### src/hdl/scac_ram.sv
// generic simple dual-port ram: one write port, one read port, registered read
// no dependencies
`default_nettype none

module scac_ram #(
    parameter  int WIDTH = 8,
    parameter  int DEPTH = 16,
    localparam int AW    = (DEPTH > 1) ? $clog2(DEPTH) : 1
) (
    input  wire logic             i_clk,
    input  wire logic             i_we,
    input  wire logic [AW-1:0]    i_waddr,
    input  wire logic [WIDTH-1:0] i_wdata,
    input  wire logic [AW-1:0]    i_raddr,
    output logic      [WIDTH-1:0] o_rdata
);

    logic [WIDTH-1:0] r_mem [DEPTH];

    always_ff @(posedge i_clk) begin
        if (i_we) begin
            r_mem[i_waddr] <= i_wdata;
        end
        o_rdata <= r_mem[i_raddr];
    end

endmodule

`default_nettype wire

### config.mk
export PLATFORM = sky130hd
export DESIGN_NAME = scac_ram
export DESIGN_NICKNAME = d
export VERILOG_FILES = /design/src/hdl/scac_ram.sv
export SDC_FILE = /design/constraint.sdc
export NUM_CORES = 1
export LEC_CHECK = 0
export BUFFER_PORTS_ARGS = -buffer_cell sky130_fd_sc_hd__buf_2
export CORE_MARGIN = 2
export CORE_UTILIZATION = 60
export CTS_CLUSTER_DIAMETER = 120
export DETAILED_ROUTE_END_ITERATION = 10
export PLACE_DENSITY_LB_ADDON = 0.1
export SLEW_MARGIN = 20
export SYNTH_ARGS = -nofsm -noshare
export SYNTH_HDL_FRONTEND = slang
export SYNTH_SLANG_ARGS = --single-unit
### constraint.sdc
create_clock -name i_clk -period 2.2 [get_ports i_clk]
set_input_delay 0.22 -clock i_clk [delete_from_list [all_inputs] [get_ports i_clk]]
set_output_delay 0.22 -clock i_clk [all_outputs]
set_load 0.03 [all_outputs]
-- After elaboration in Yosys (flattened, before gate mapping)
Memories as Yosys holds them, arrays and structs flattened. A register that Yosys moved wholly into a read port is not among the register bits.
Cells that the tools add are included.
- output and inout bits: 8
- memories: 1
- bits in writable memories: 128
- bits in registers: 0
- logic and storage cells: 3
- memories (memory ; words ; bits a word ; rd ports ; clocked after Yosys merged registers in ; write ports ; RTL line ; source):
    r_mem ; 16 ; 8 ; 1 ; 1 ; 1 ; 18 ; logic [WIDTH-1:0] r_mem [DEPTH];
- muxes and demuxes: 2
- operator list (cell ; number):
    $mux 1 ; 2

-- Logic depth before layout (Yosys ltp)
- word-level depth: 2
- mapped depth: 5
- depth with buffers taken out: 3

-- Worst setup path before layout
Ideal clock, no wire load.
- kind: input -> register
- from: in i_waddr[2]
- to: mem r_mem[0][0] (enable)
- path slack: 0.487 ns
- required time: 1.817 ns
- setup time: 0.383 ns
- stages: 2
- buffers on the path: 0
- arrival: 1.330 ns
- cells stage by stage: or3b_2 nor3_1
- RTL lines (item ; RTL line ; source):
    start, declared ; 12 ; input wire logic [AW-1:0] i_waddr,
    end, declared ; 18 ;
No word-level cell before the write port.

==> summary.md <==
| Metric | Value |
|---|---|
| Least-Margin Pin Slew | `0.869 ns` |
| Gate count of the mapped netlist | `229` |
| Number of placement rows | `33` |
| Layout overhead on the synthesized area | `18.7%` |
| Instance area at placement | `5490 um2` |
| DRT Pass-1 Iters | `4` |
| Final routed wirelength across all metal layers | `10.3 mm` |
| Insertion delay of the later-clocked pin in the worst-skew pair | `0.51 ns` |
| Number of placed instances, taps included | `369` |
| Number of buffers inserted for hold repair after clock tree synthesis | `0` |
| Maximum capacitance violations | `0` |
| Number of cells in the finished layout apart from fillers | `401` |
| Initial core utilization | `62.3%` |
| Setup ws final | `0.834 ns` |
| Sink count of the clock tree | `136` |
| Setup TNS | `0 ns` |
| Worst-case reg-to-reg path depth | `3` |
| Most common library cell in the layout ignoring fill and taps | `sky130_fd_sc_hd__edfxtp_1` |
| Bufs on Longest Clock Path | `2` |
| Gr usage total | `23.6%` |
| DRC violation count after routing | `0` |
| Weighted congestion reported at the end of routability-driven placement | `0.738` |
| Clock buffer count from CTS | `17` |
| Layout Skew | `0.00739 ns` |
| Maximum fanout count along the critical path | `1` |
| Antenna diodes | `0` |
| Count of yosys warnings during synthesis | `0` |
| Layout cells sized above 1 | `32.1%` |
| Busiest layer in global routing | `met2` |
| Count of nets left with antenna violations after detail routing | `0` |
| Worst setup endpoint | `o_rdata[4]$_DFF_P_` |
| Clock-pin slew on the worst setup and hold paths | `0.06 ns` |
| Per-instance average area after synthesis | `22.5 um2` |
| Post-route total power | `6.13 mW` |
| Tcrit/Tclk final | `62.1%` |
| F_max | `732 MHz` |
| Die outline area | `9340 um2` |
| Critical R2R Launch | `r_mem[9][4]$_DFFE_PP_` |
| IO buf count | `25` |
| Hold Fails Final Rpt | `0` |
| Commonest cells after routing, fill and taps aside | `sky130_fd_sc_hd__edfxtp_1 (128), sky130_fd_sc_hd__buf_2 (25), sky130_fd_sc_hd__mux4_2 (18), sky130_fd_sc_hd__buf_4 (18)` |
| Cell at the root of the clock tree | `sky130_fd_sc_hd__clkbuf_8` |
| Global routing usage on met1 | `30.1%` |
| Width of the chip | `96.6 um` |
| Setup CP Type | `reg -> reg` |
| Fin nets | `301` |
| Class of the worst hold path | `in -> reg` |
| Global route overflow | `0` |
| Overall via count from detail_route | `2,538` |
| Number of DRC markers in iteration 0 | `230` |
| Startpoint Class | `flip-flop` |
| Signal arrival time at the worst endpoint | `1.75 ns` |
| Count of different cell masters after synthesis | `19` |
| Gates resized, CTS repair | `0` |
| Met2 demand-to-capacity share in global routing | `39.4%` |
| Largest net degree at the start of global routing | `17` |
| Final number of setup-violating endpoints | `0` |
| Area share of the leading cell type in the synthesized netlist | `74.7%` |
| Final core utilization | `74.0%` |
| Final design instance area without fill | `6110 um2` |
| Hpwl dp | `6.04 mm` |
| Endpoint of the lowest-slack register-to-register path | `o_rdata[4]$_DFF_P_` |
| Proportion of synthesized chip area in sequential cells | `77.8%` |
| Worst path required time | `2.58 ns` |
| Leakage power | `2.10 nW` |
| Outcome | `completed` |
| Element type at the critical path end | `flip-flop` |
| Routed length per placed instance | `25.6 um` |
| Power density cells | `1000 nW/um2` |
| Mapped Nets | `247` |
| Die Ht | `96.6 um` |
| Worst setup slack after placement | `0.394 ns` |
| Number of top-level design ports | `26` |
| Setup slack of the worst register-to-register path | `0.83 ns` |
| Clock tree from TritonCTS | `yes` |
| Post-Synthesis Cell Area | `5150 um2` |
| Max-Slew Margin vs Limit | `41.9%` |
| Highest ir drop seen on vdd | `0.648 mV` |
| Met3 GRT Util | `6.07%` |
| H-tree Lvls | `4` |
| Number of storage elements in the synthesis netlist | `136` |
| Initial antenna violation count | `0` |
| Unrepaired setup endpoints after global routing | `no` |
| Library cell with the largest summed area after synthesis | `sky130_fd_sc_hd__edfxtp_1` |
| Final critical path time including I/O delays and setup | `1.37 ns` |
| Placeable core region | `8260 um2` |
| Post-route worst hold slack | `0.0913 ns` |
| Via count of the first global-routing pass | `2,627` |
| Final slew viol count | `0` |
| Top area cells in the synthesized netlist | `sky130_fd_sc_hd__edfxtp_1 (75%), sky130_fd_sc_hd__mux4_2 (7.9%), sky130_fd_sc_hd__mux4_1 (7.1%)` |
| Global-route wire length before repair | `15.6 mm` |
| Vias per Instance | `6.33` |
| Start point of the critical path | `r_mem[9][4]$_DFFE_PP_` |
| Buffers inserted during post-CTS setup optimization | `0` |
## cell type report
type,instances,area [um2]
clock buffer,20,445
tap,105,131
multi-input combinational,83,1060
sequential,136,4000
clock inverter,12,174
fill,479,2150
timing repair buffer,45,300
## how the worst min path moves through the flow
stage                     from                     end  slack (ns)  cells past startpoint
floorplan           i_wdata[0]   r_mem[0][0]$_DFFE_PP_        0.32                      0
global placement    i_wdata[0]   r_mem[8][0]$_DFFE_PP_        0.61                      1
detailed placement  i_wdata[5]   r_mem[5][5]$_DFFE_PP_        0.62                      1
CTS                 i_wdata[5]   r_mem[4][5]$_DFFE_PP_        0.08                      1
global route        i_wdata[0]  r_mem[11][0]$_DFFE_PP_        0.09                      1
finish              i_wdata[5]  r_mem[15][5]$_DFFE_PP_        0.09                      1
## cells in the mapped netlist
cell and number:
sky130_fd_sc_hd__a22oi_1 16, sky130_fd_sc_hd__and2_1 1, sky130_fd_sc_hd__and2b_1 1, sky130_fd_sc_hd__buf_2 3, sky130_fd_sc_hd__buf_4 1, sky130_fd_sc_hd__buf_6 3, sky130_fd_sc_hd__clkdlybuf4s25_2 3, sky130_fd_sc_hd__dfxtp_1 8
sky130_fd_sc_hd__edfxtp_1 128, sky130_fd_sc_hd__mux4_1 14, sky130_fd_sc_hd__mux4_2 18, sky130_fd_sc_hd__nand2_1 9, sky130_fd_sc_hd__nand2b_1 2, sky130_fd_sc_hd__nand3_1 1, sky130_fd_sc_hd__nand3b_1 2, sky130_fd_sc_hd__nor2_1 13
sky130_fd_sc_hd__nor2b_1 1, sky130_fd_sc_hd__nor3_1 4, sky130_fd_sc_hd__or3b_2 1
## kinds of logic after synthesis
group | synth area share, %
mux | 15.0
compound gates | 2.33
simple gates | 3.18
buf+inv | 1.68
flops | 77.8
## worst max-delay path: stages (launching register included)
cell	delay [ns]
sky130_fd_sc_hd__edfxtp_1	0.37
sky130_fd_sc_hd__mux4_1	0.51
sky130_fd_sc_hd__a22oi_1	0.27
sky130_fd_sc_hd__nand2_1	0.09
## power by group
group	internal [mW]	switching (mW)
sequential	2.90	0.0202
clock	1.89	1.01
combinational	0.118	0.185
## registers in the layout, indices dropped and copies added, names as in the netlist
signal and flops:
r_mem 128, o_rdata 8
## routing by layer
layer	part of all wire, %	wire (um)
met5	0	0
met4	2.1	216
met3	5.6	578
met2	53	5410
met1	40	4070
Power figures use the tool's default switching activity.
