`src/hdl/scac_pkg.sv`:
```
// shared constants, types and codes of the set-associative read cache
// no dependencies; the interfaces, the cache top and scac_lookup refer to it by scoped names
`default_nettype none

package scac_pkg;

    localparam int ADDR_W  = 10;
    localparam int DATA_W  = 8;
    localparam int TOTAL_W = 32;

    // defaults for the top-level parameters, all powers of two
    localparam int MEM_BYTES   = 1024;
    localparam int BLOCK_BYTES = 4;
    localparam int SET_COUNT   = 4;
    localparam int WAY_COUNT   = 4;

    localparam logic FUNC_LOAD = 1'b0;
    localparam logic FUNC_READ = 1'b1;

    typedef enum logic [2:0] {
        S_IDLE,
        S_LOOKUP,
        S_HIT_RD,
        S_FILL,
        S_RESULT
    } t_state;

    typedef struct packed {
        logic hit;
        logic evict;
    } t_lkp;

endpackage

`default_nettype wire

```
`src/hdl/scac_lookup.sv`:
```
// tag compare and victim choice over one set row {fill count, fifo pointer, tags}
// depends on scac_pkg for the lookup flag struct
`default_nettype none

module scac_lookup #(
    parameter  int WAY_COUNT = scac_pkg::WAY_COUNT,
    parameter  int TAG_W     = 6,
    localparam int WAY_B     = $clog2(WAY_COUNT),
    localparam int WAY_W     = (WAY_B > 0) ? WAY_B : 1,
    localparam int CNT_W     = $clog2(WAY_COUNT + 1),
    localparam int ROW_W     = WAY_COUNT * TAG_W + WAY_W + CNT_W
) (
    input  wire logic [ROW_W-1:0] i_row,
    input  wire logic             i_row_valid,
    input  wire logic [TAG_W-1:0] i_tag,
    output scac_pkg::t_lkp        o_flags,
    output logic      [WAY_W-1:0] o_way,
    output logic      [CNT_W-1:0] o_count,
    output logic      [ROW_W-1:0] o_row
);

    localparam int PTR_LSB = WAY_COUNT * TAG_W;
    localparam int CNT_LSB = PTR_LSB + WAY_W;

    logic [CNT_W-1:0] cnt;
    logic [WAY_W-1:0] ptr;
    logic [WAY_W-1:0] hit_way;
    logic             hit;
    logic [WAY_W-1:0] vic_way;
    logic             evict;

    assign cnt = i_row_valid ? i_row[CNT_LSB +: CNT_W] : '0;
    assign ptr = i_row_valid ? i_row[PTR_LSB +: WAY_W] : '0;

    // ways below the fill count are valid
    always_comb begin
        hit     = 1'b0;
        hit_way = '0;
        for (int w = 0; w < WAY_COUNT; w++) begin
            if (!hit && (CNT_W'(w) < cnt) && (i_row[w*TAG_W +: TAG_W] == i_tag)) begin
                hit     = 1'b1;
                hit_way = WAY_W'(w);
            end
        end
    end

    always_comb begin
        evict   = (cnt == CNT_W'(WAY_COUNT));
        vic_way = evict ? ptr : WAY_W'(cnt);
        o_row   = i_row;
        for (int w = 0; w < WAY_COUNT; w++) begin
            if (vic_way == WAY_W'(w)) begin
                o_row[w*TAG_W +: TAG_W] = i_tag;
            end
        end
        if (evict) begin
            o_row[PTR_LSB +: WAY_W] = (ptr == WAY_W'(WAY_COUNT - 1)) ? '0 : ptr + WAY_W'(1);
            o_row[CNT_LSB +: CNT_W] = cnt;
        end else begin
            o_row[PTR_LSB +: WAY_W] = ptr;
            o_row[CNT_LSB +: CNT_W] = cnt + CNT_W'(1);
        end
    end

    assign o_flags.hit   = hit;
    assign o_flags.evict = evict;
    assign o_way         = hit ? hit_way : vic_way;
    assign o_count       = cnt;

endmodule

`default_nettype wire
```
`config.mk`:
```
export PLATFORM = sky130hd
export DESIGN_NAME = scac_lookup
export DESIGN_NICKNAME = d
export VERILOG_FILES = /design/src/hdl/scac_pkg.sv /design/src/hdl/scac_lookup.sv
export SDC_FILE = /design/constraint.sdc
export NUM_CORES = 1
export LEC_CHECK = 0
export ABC_AREA = 1
export BUFFER_PORTS_ARGS = -buffer_cell sky130_fd_sc_hd__buf_2
export CORE_UTILIZATION = 44
export DETAILED_ROUTE_END_ITERATION = 10
export PLACE_DENSITY = 0.85
export SLEW_MARGIN = 5
export SYNTH_ARGS = -nofsm -noshare
export SYNTH_HDL_FRONTEND = slang
export SYNTH_SLANG_ARGS = --single-unit
```
`constraint.sdc`:
```
create_clock -name vclk -period 1.7
set_clock_uncertainty 0.15 [all_clocks]
set_input_delay 0.085 -clock vclk [all_inputs]
set_output_delay 0.085 -clock vclk [all_outputs]
set_load 0.01 [all_outputs]
```
## Word-level counts from Yosys, hierarchy flattened

Cells that the tools add are included.

- Register bits after elaboration: 0
- Output and inout bits: 36

- Reductions and logical operators: 11
- Magnitude comparators: 4
- Eq/ne operators: 9
- Add/sub/neg operators: 2
- Mux-type cells: 17

Operators by type and width:

| cell | number |
|---|---|
| $eq A6 B6 Y1 | 4 |
| $mux W6 | 4 |
| $mux W2 | 6 |
| $logic_and A1 B1 Y1 | 7 |
| $eq A2 B2 Y1 const B | 3 |
| $lt A1 B3 Y1 const A | 2 |
| $lt A2 B3 Y1 const A | 2 |
| $mux W1 | 5 |
| $mux W5 | 1 |
| $add A3 B1 Y3 const B | 1 |
| $eq A3 B3 Y1 const B | 1 |
| $logic_not A1 Y1 | 3 |
| $mux W3 | 1 |
| $add A2 B1 Y2 const B | 1 |
| $eq A2 B1 Y1 const B | 1 |
| $logic_not A2 Y1 | 1 |

## Logic depth before layout (Yosys ltp)

Gate-level depths: netlist (run 1).

- Depth after elaboration: 17
- Gate-level depth with buffers: 11
- Mapped depth without buffers: 10

## Worst setup path after synthesis (run 1)

OpenSTA, ideal clock, no wires.

- Kind: input port to output port
- Start: input port i_row[26]
- End: output port o_row[18]
- Stages: 8
- Slack: 194 ps
- Data arrival time: 1,271 ps
- Data required time: 1,465 ps
- Cells stage by stage: nand2_1 > ha_1 > nand2_8 > clkinv_4 > o21ai_2 > nand2_2 > buf_4 > o21ai_1

- Cells in the longest elaborated chain, start to end: 5

Ends and longest elaborated chain:

| element | line | RTL |
|---|---|---|
| from (decl) | scac_lookup.sv:13 | `input wire logic [ROW_W-1:0] i_row,` |
| $mux W3 | scac_lookup.sv:32 | `assign cnt = i_row_valid ? i_row[CNT_LSB +: CNT_W] : '0;` |
| $eq A3 B3 Y1 | scac_lookup.sv:48 | `evict = (cnt == CNT_W'(WAY_COUNT));` |
| named net evict | scac_lookup.sv:30 | `logic evict;` |
| $mux W2 | scac_lookup.sv:49 | `vic_way = evict ? ptr : WAY_W'(cnt);` |
| $eq A2 B2 Y1 | scac_lookup.sv:52 | `if (vic_way == WAY_W'(w)) begin` |
| $mux W6 | scac_lookup.sv:52 |  |
| to (decl) | scac_lookup.sv:19 | `output logic [ROW_W-1:0] o_row` |

The timed path passes the listed nets, and every way through them passes these cells.

## Final worst setup path (run 1)

- Start: input port i_row[27]
- End: output port o_row[23]

- Cells in the longest elaborated chain, start to end: 5

Ends and longest elaborated chain:

| element | line |
|---|---|
| $mux W3 * | scac_lookup.sv:32 |
| $eq A3 B3 Y1 | scac_lookup.sv:48 |
| $mux W2 * | scac_lookup.sv:49 |
| $eq A2 B2 Y1 * | scac_lookup.sv:52 |
| $mux W6 * | scac_lookup.sv:52 |

Every way passes the cells marked *; elsewhere a longest branch is shown, timed or not.

==> results of run 1 <==
-- area by class of cell --
type	instances	area share, %
inverter	33	9.005
multi-input combinational	175	59.20
tap	28	2.193
timing repair buffer	83	29.60
-- final timing paths --
kind	end	slack, ns	cells after the start
min	o_row[24]	0.34	3
max	o_row[23]	-0.02	11
-- cells by family after synthesis --
| family | Yosys count | synth area share, % |
|---|---|---|
| fa+ha+maj | 2 | 2.418 |
| compound gates | 33 | 17.41 |
| xor+xnor | 12 | 10.16 |
| buf+inv | 42 | 19.35 |
| simple gates | 126 | 50.67 |
-- routing by layer --
layer	share of wire [%]	up-vias	track usage, %
met4	0.71	0	1.389
met1	44	673	30.29
met3	6.6	2	1.212
met2	49	54	40.44
met5	0	-	0
li1	-	813	-
-- report_power, final --
group | switching (mW) | total, mW | internal [mW]
logic | 0.307 | 0.524 | 0.217
registers | 0 | 0 | 0
clock network | 0 | 0 | 0
-- stage by stage --
step / utilization, % / hold slack [ns] / cell area [um^2]
CTS: 64.14 / 0.3363 / 1419
floorplan: - / 0.1496 / 1035
global route: 72.23 / 0.3489 / 1598
global placement: 63.69 / 0.3326 / 1409
detailed placement: 63.69 / 0.3374 / 1409
finish: 72.23 / 0.3382 / 1598
-- cells in the mapped netlist, types with 2 or more instances --
| master | count | share of area (%) |
|---|---|---|
| buf_2 | 2 | 0.97 |
| buf_4 | 4 | 2.9 |
| buf_6 | 2 | 2.2 |
| clkinv_4 | 2 | 1.7 |
| ha_1 | 2 | 2.4 |
| inv_1 | 27 | 9.8 |
| inv_2 | 4 | 1.5 |
| nand2_1 | 91 | 33 |
| nand2_2 | 6 | 3.6 |
| nand3_1 | 10 | 4.8 |
| nor2_1 | 14 | 5.1 |
| nor3_1 | 2 | 0.97 |
| o21ai_0 | 6 | 2.9 |
| o21ai_1 | 25 | 12 |
| xnor2_1 | 8 | 6.8 |
| xor2_1 | 4 | 3.4 |
-- what timing repair did --
| item | 4_1_cts | 5_1_grt |
|---|---|---|
| setup buffers | 0 | 5 |
| endpoints found under the setup margin | 11 | 24 |
| gates resized for setup | 2 | 26 |
| gates cloned | 0 | 2 |
| endpoints found under the hold margin | 0 | 0 |
| pin swaps | 0 | 8 |
-- critical path: stages --
cell and delay (ns):
buf_2 0.11, nand2_2 0.09, ha_4 0.17, nand2_8 0.07
buf_12 0.13, o21ai_4 0.26, inv_4 0.11, nand2_4 0.16
nand2_1 0.07, o21ai_1 0.07, buf_2 0.15
==> flow_summary.yaml, run 1 <==
status:
  status: "finished with violations"
  violations: "setup timing"
global_routing:
  grt.overflow.total: 0
  grt.total_usage_pct: 22.43
  first_global_vias: 1166
  antenna_found_initial: 0
  grt_max_degree: 13
  grt_pass1_wl_um: 4636
place:
  dp_hpwl_um: 2465
  dp.cells: 312
  place_ws_ns: -0.02166
  place.gp.congestion: 0.8038
  portBuffers: 72
cells_and_area:
  seq_cells: 0
  mostFrequentLayoutCell: "nand2_1"
  seqCellArea_um2: 0
  final_nets: 331
  nClkBuffers: 0
  antenna_cells: 0
  fillers: 217
  multi_input_comb_area_um2: 945.9
  layout_common_cells: "85 x nand2_1, 71 x buf_2, 27 x inv_1"
  drive_gt1_share_pct: 37.80
  finalNonFillerCells: 319
  synthToLayoutAreaGrowth_pct: 54.41
worst_hold_path:
  hp-class: "input port to output port"
  hp-start: "i_row[24]"
clocking:
  hold_buffers: 0
worst_setup_path:
  path_max_fanout: 12
  crit_type: "input port to output port"
  critPathLaunch: "i_row[27]"
  critPathRequiredTime_ns: 1.46
  endpoint_kind: "output port"
  start_kind: "input port"
  worst_ep_arrival_time_ns: 1.48
power:
  finalPower_uw: 523.5
  power.density_nw_per_um2: 327.6
  peakVddDrop_mv: 0.1879
  leakage_nw: 1.009
detailed_routing:
  drtIter0Drc: 38
  route.detailed.drc: 0
  ant_nets: 0
  first_pass_iters: 4
  wirelength_um: 3500
  vias_per_cell: 4.834
  dr_total_vias: 1542
  wl_per_cell_um: 10.97
sta:
  slew_headroom_pct: 81.77
  finalSetupTns_ns: -0.01814
  max_freq_ghz: 0.5820
  fin_ws_ns: -0.01814
  min_period_over_period_pct: 101.1
  hold_viol: 0
  fin_crit_ns: 1.718
  finalSetupViolations: 1
  slew_viol_final: 0
  rsz0062_at_grt: "true"
  tightest_slew_ns: 0.2725
yosys:
  ys_seq_area_share_pct: 0
  syn_area_um2: 1035
  yosysUniqueCellTypes: 22
  synth_warnings: 0
  avgSynthCellArea_um2: 4.813
  syn-num-nets: 253
  syn_inst: 215
floorplanning:
  row_count: 17
  io_pins: 72
  die_y_um: 50.50
  dieArea_um2: 2550
  die_w_um: 50.50
  core_um2: 2212
  initial_core_util_pct: 46.78
flow_run:
  cap_violations: 0
(Power assumes the default switching activity.)
==> run 2, diff against run 1 <==
--- a/config.mk
+++ b/config.mk
@@ -9,7 +9,7 @@
 export BUFFER_PORTS_ARGS = -buffer_cell sky130_fd_sc_hd__buf_2
 export CORE_UTILIZATION = 44
 export DETAILED_ROUTE_END_ITERATION = 10
-export PLACE_DENSITY = 0.85
+export PLACE_DENSITY = 0.95
 export SLEW_MARGIN = 5
 export SYNTH_ARGS = -nofsm -noshare
 export SYNTH_HDL_FRONTEND = slang
==> flow_summary.yaml, run 2 (synthesis results as in run 1) <==
floorplanning:
  io_pins: 72
  core_um2: 2212
  row_count: 17
  dieArea_um2: 2550
  die_y_um: 50.50
  die_w_um: 50.50
  initial_core_util_pct: 46.78
cells_and_area:
  final_nets: 324
  nClkBuffers: 0
  seq_cells: 0
  final_util_pct: 64.59
  fillers: 226
  layout_common_cells: "91 x nand2_1, 72 x buf_2, 27 x inv_1"
  synthToLayoutAreaGrowth_pct: 38.09
  final_cell_area_um2: 1429
  drive_gt1_share_pct: 33.10
  mostFrequentLayoutCell: "nand2_1"
  antenna_cells: 0
  seqCellArea_um2: 0
worst_setup_path:
  worst_ep_arrival_time_ns: 1.42
  critPathRequiredTime_ns: 1.46
  crit_end: "o_row[20]"
  cp_top_family: "simple AND/OR/NAND/NOR gates"
  start_kind: "input port"
  endpoint_kind: "output port"
  path_cells: "buf_2 > nand2_1 > ha_2 > nand2_8 > o21ai_4 > inv_2 > nand2_2 > nand2_1 > o21ai_1 > buf_2"
  crit_type: "input port to output port"
  cp.depth: 10
  critPathLaunch: "i_row_valid"
  cp_slowest_cell: "ha_2"
  path_max_fanout: 12
  path_buf_inv: 3
  cpPeakStageDelay_ns: 0.24
sta:
  finalSetupViolations: 0
  fin_crit_ns: 1.655
  slew_viol_final: 0
  finalSetupTns_ns: 0
  max_freq_ghz: 0.6042
  min_period_over_period_pct: 97.36
  rsz0062_at_grt: "true"
  tightest_slew_ns: 0.2529
  slew_headroom_pct: 83.08
  hold_viol: 0
global_routing:
  first_global_vias: 1182
  gr-usage-met3_pct: 0.9091
  grt_busiest_layer: "met2"
  grt_pass1_wl_um: 4947
  met2_usage_pct: 43.33
  grt_max_degree: 13
  met1_usage_pct: 32.08
  antenna_found_initial: 0
  grt.total_usage_pct: 24.00
  grt.overflow.total: 0
power:
  p_int_uw: 184.7
  power.density_nw_per_um2: 319.0
  power.switching_uw: 271.0
  power_frac_comb_pct: 100.0
  peakVddDrop_mv: 0.1694
  switching_share_pct: 59.47
  power_frac_seq_pct: 0
  leakage_nw: 0.9349
  clkPwrFrac_pct: 0
clocking:
  post_cts_buffers: 0
  hold_buffers: 0
status:
  status: "complete, no violations"
worst_hold_path:
  hp-class: "input port to output port"
detailed_routing:
  wl_per_cell_um: 10.12
  dr_total_vias: 1486
  ant_nets: 0
  vias_per_cell: 4.763
  first_pass_iters: 4
  route.detailed.drc: 0
  wirelength_um: 3158
  drtIter0Drc: 45
place:
  placed_area_um2: 1409
  portBuffers: 72
  dp_hpwl_um: 2588
  place.gp.congestion: 0.8550
flow_run:
  cap_violations: 0
run 2: repair_timing:
item                                    CTS  global route
endpoints found under the setup margin   12            24
resized for setup                         2             2
gates cloned                              0             0
run 2: layer usage:
layer  wire (um)  vias to the layer above  part of all wire (%)
met4          31                        0                  0.98
met1        1388                      623                    44
li1            -                      798                     -
met5           0                        -                     0
met3         241                        4                   7.6
met2        1496                       61                    47
run 2: metrics by stage:
step	power [mW]	setup WS, ns	hold WS [ns]	cells
floorplan	0.2809	0.1936	0.1496	215
global placement	0.4339	0.02270	0.3328	312
detailed placement	0.4431	-0.04612	0.3331	312
CTS	0.4501	0.009505	0.3326	312
global route	0.5038	-0.04053	0.3445	312
finish	0.4558	0.04486	0.3319	312
run 2: layout make-up:
cell class	instances	area, um^2	area share, %
multi-input cells	173	854.6	59.81
well taps	28	35.03	2.452
inverters	33	133.9	9.370
repair buffers	78	405.4	28.37
run 2: worst min-delay path, delay by kind of cell:
kind / cells / cell delay (ns)
AOI/OAI and AO/OA: 1 / 0.08
buffers and inverters: 2 / 0.23
run 2: worst min path at each step:
stage | start | endpoint | slack, ns | cells after the start
after floorplan | i_row[0] | o_row[0] | 0.15 | 2
after global placement | i_row[24] | o_row[24] | 0.33 | 3
after detailed placement | i_row[24] | o_row[24] | 0.33 | 3
after CTS | i_row[24] | o_row[24] | 0.33 | 3
after global routing | i_row[24] | o_row[24] | 0.34 | 3
final | i_row[24] | o_row[24] | 0.33 | 3
run 2: power groups by stage:
stage / Combinational (mW) / Sequential, mW / Clock [mW]
4_1_cts: 0.450 / 0 / 0
3_3_place_gp: 0.434 / 0 / 0
2_1_floorplan: 0.281 / 0 / 0
5_1_grt: 0.504 / 0 / 0
6_report: 0.456 / 0 / 0
3_5_place_dp: 0.443 / 0 / 0
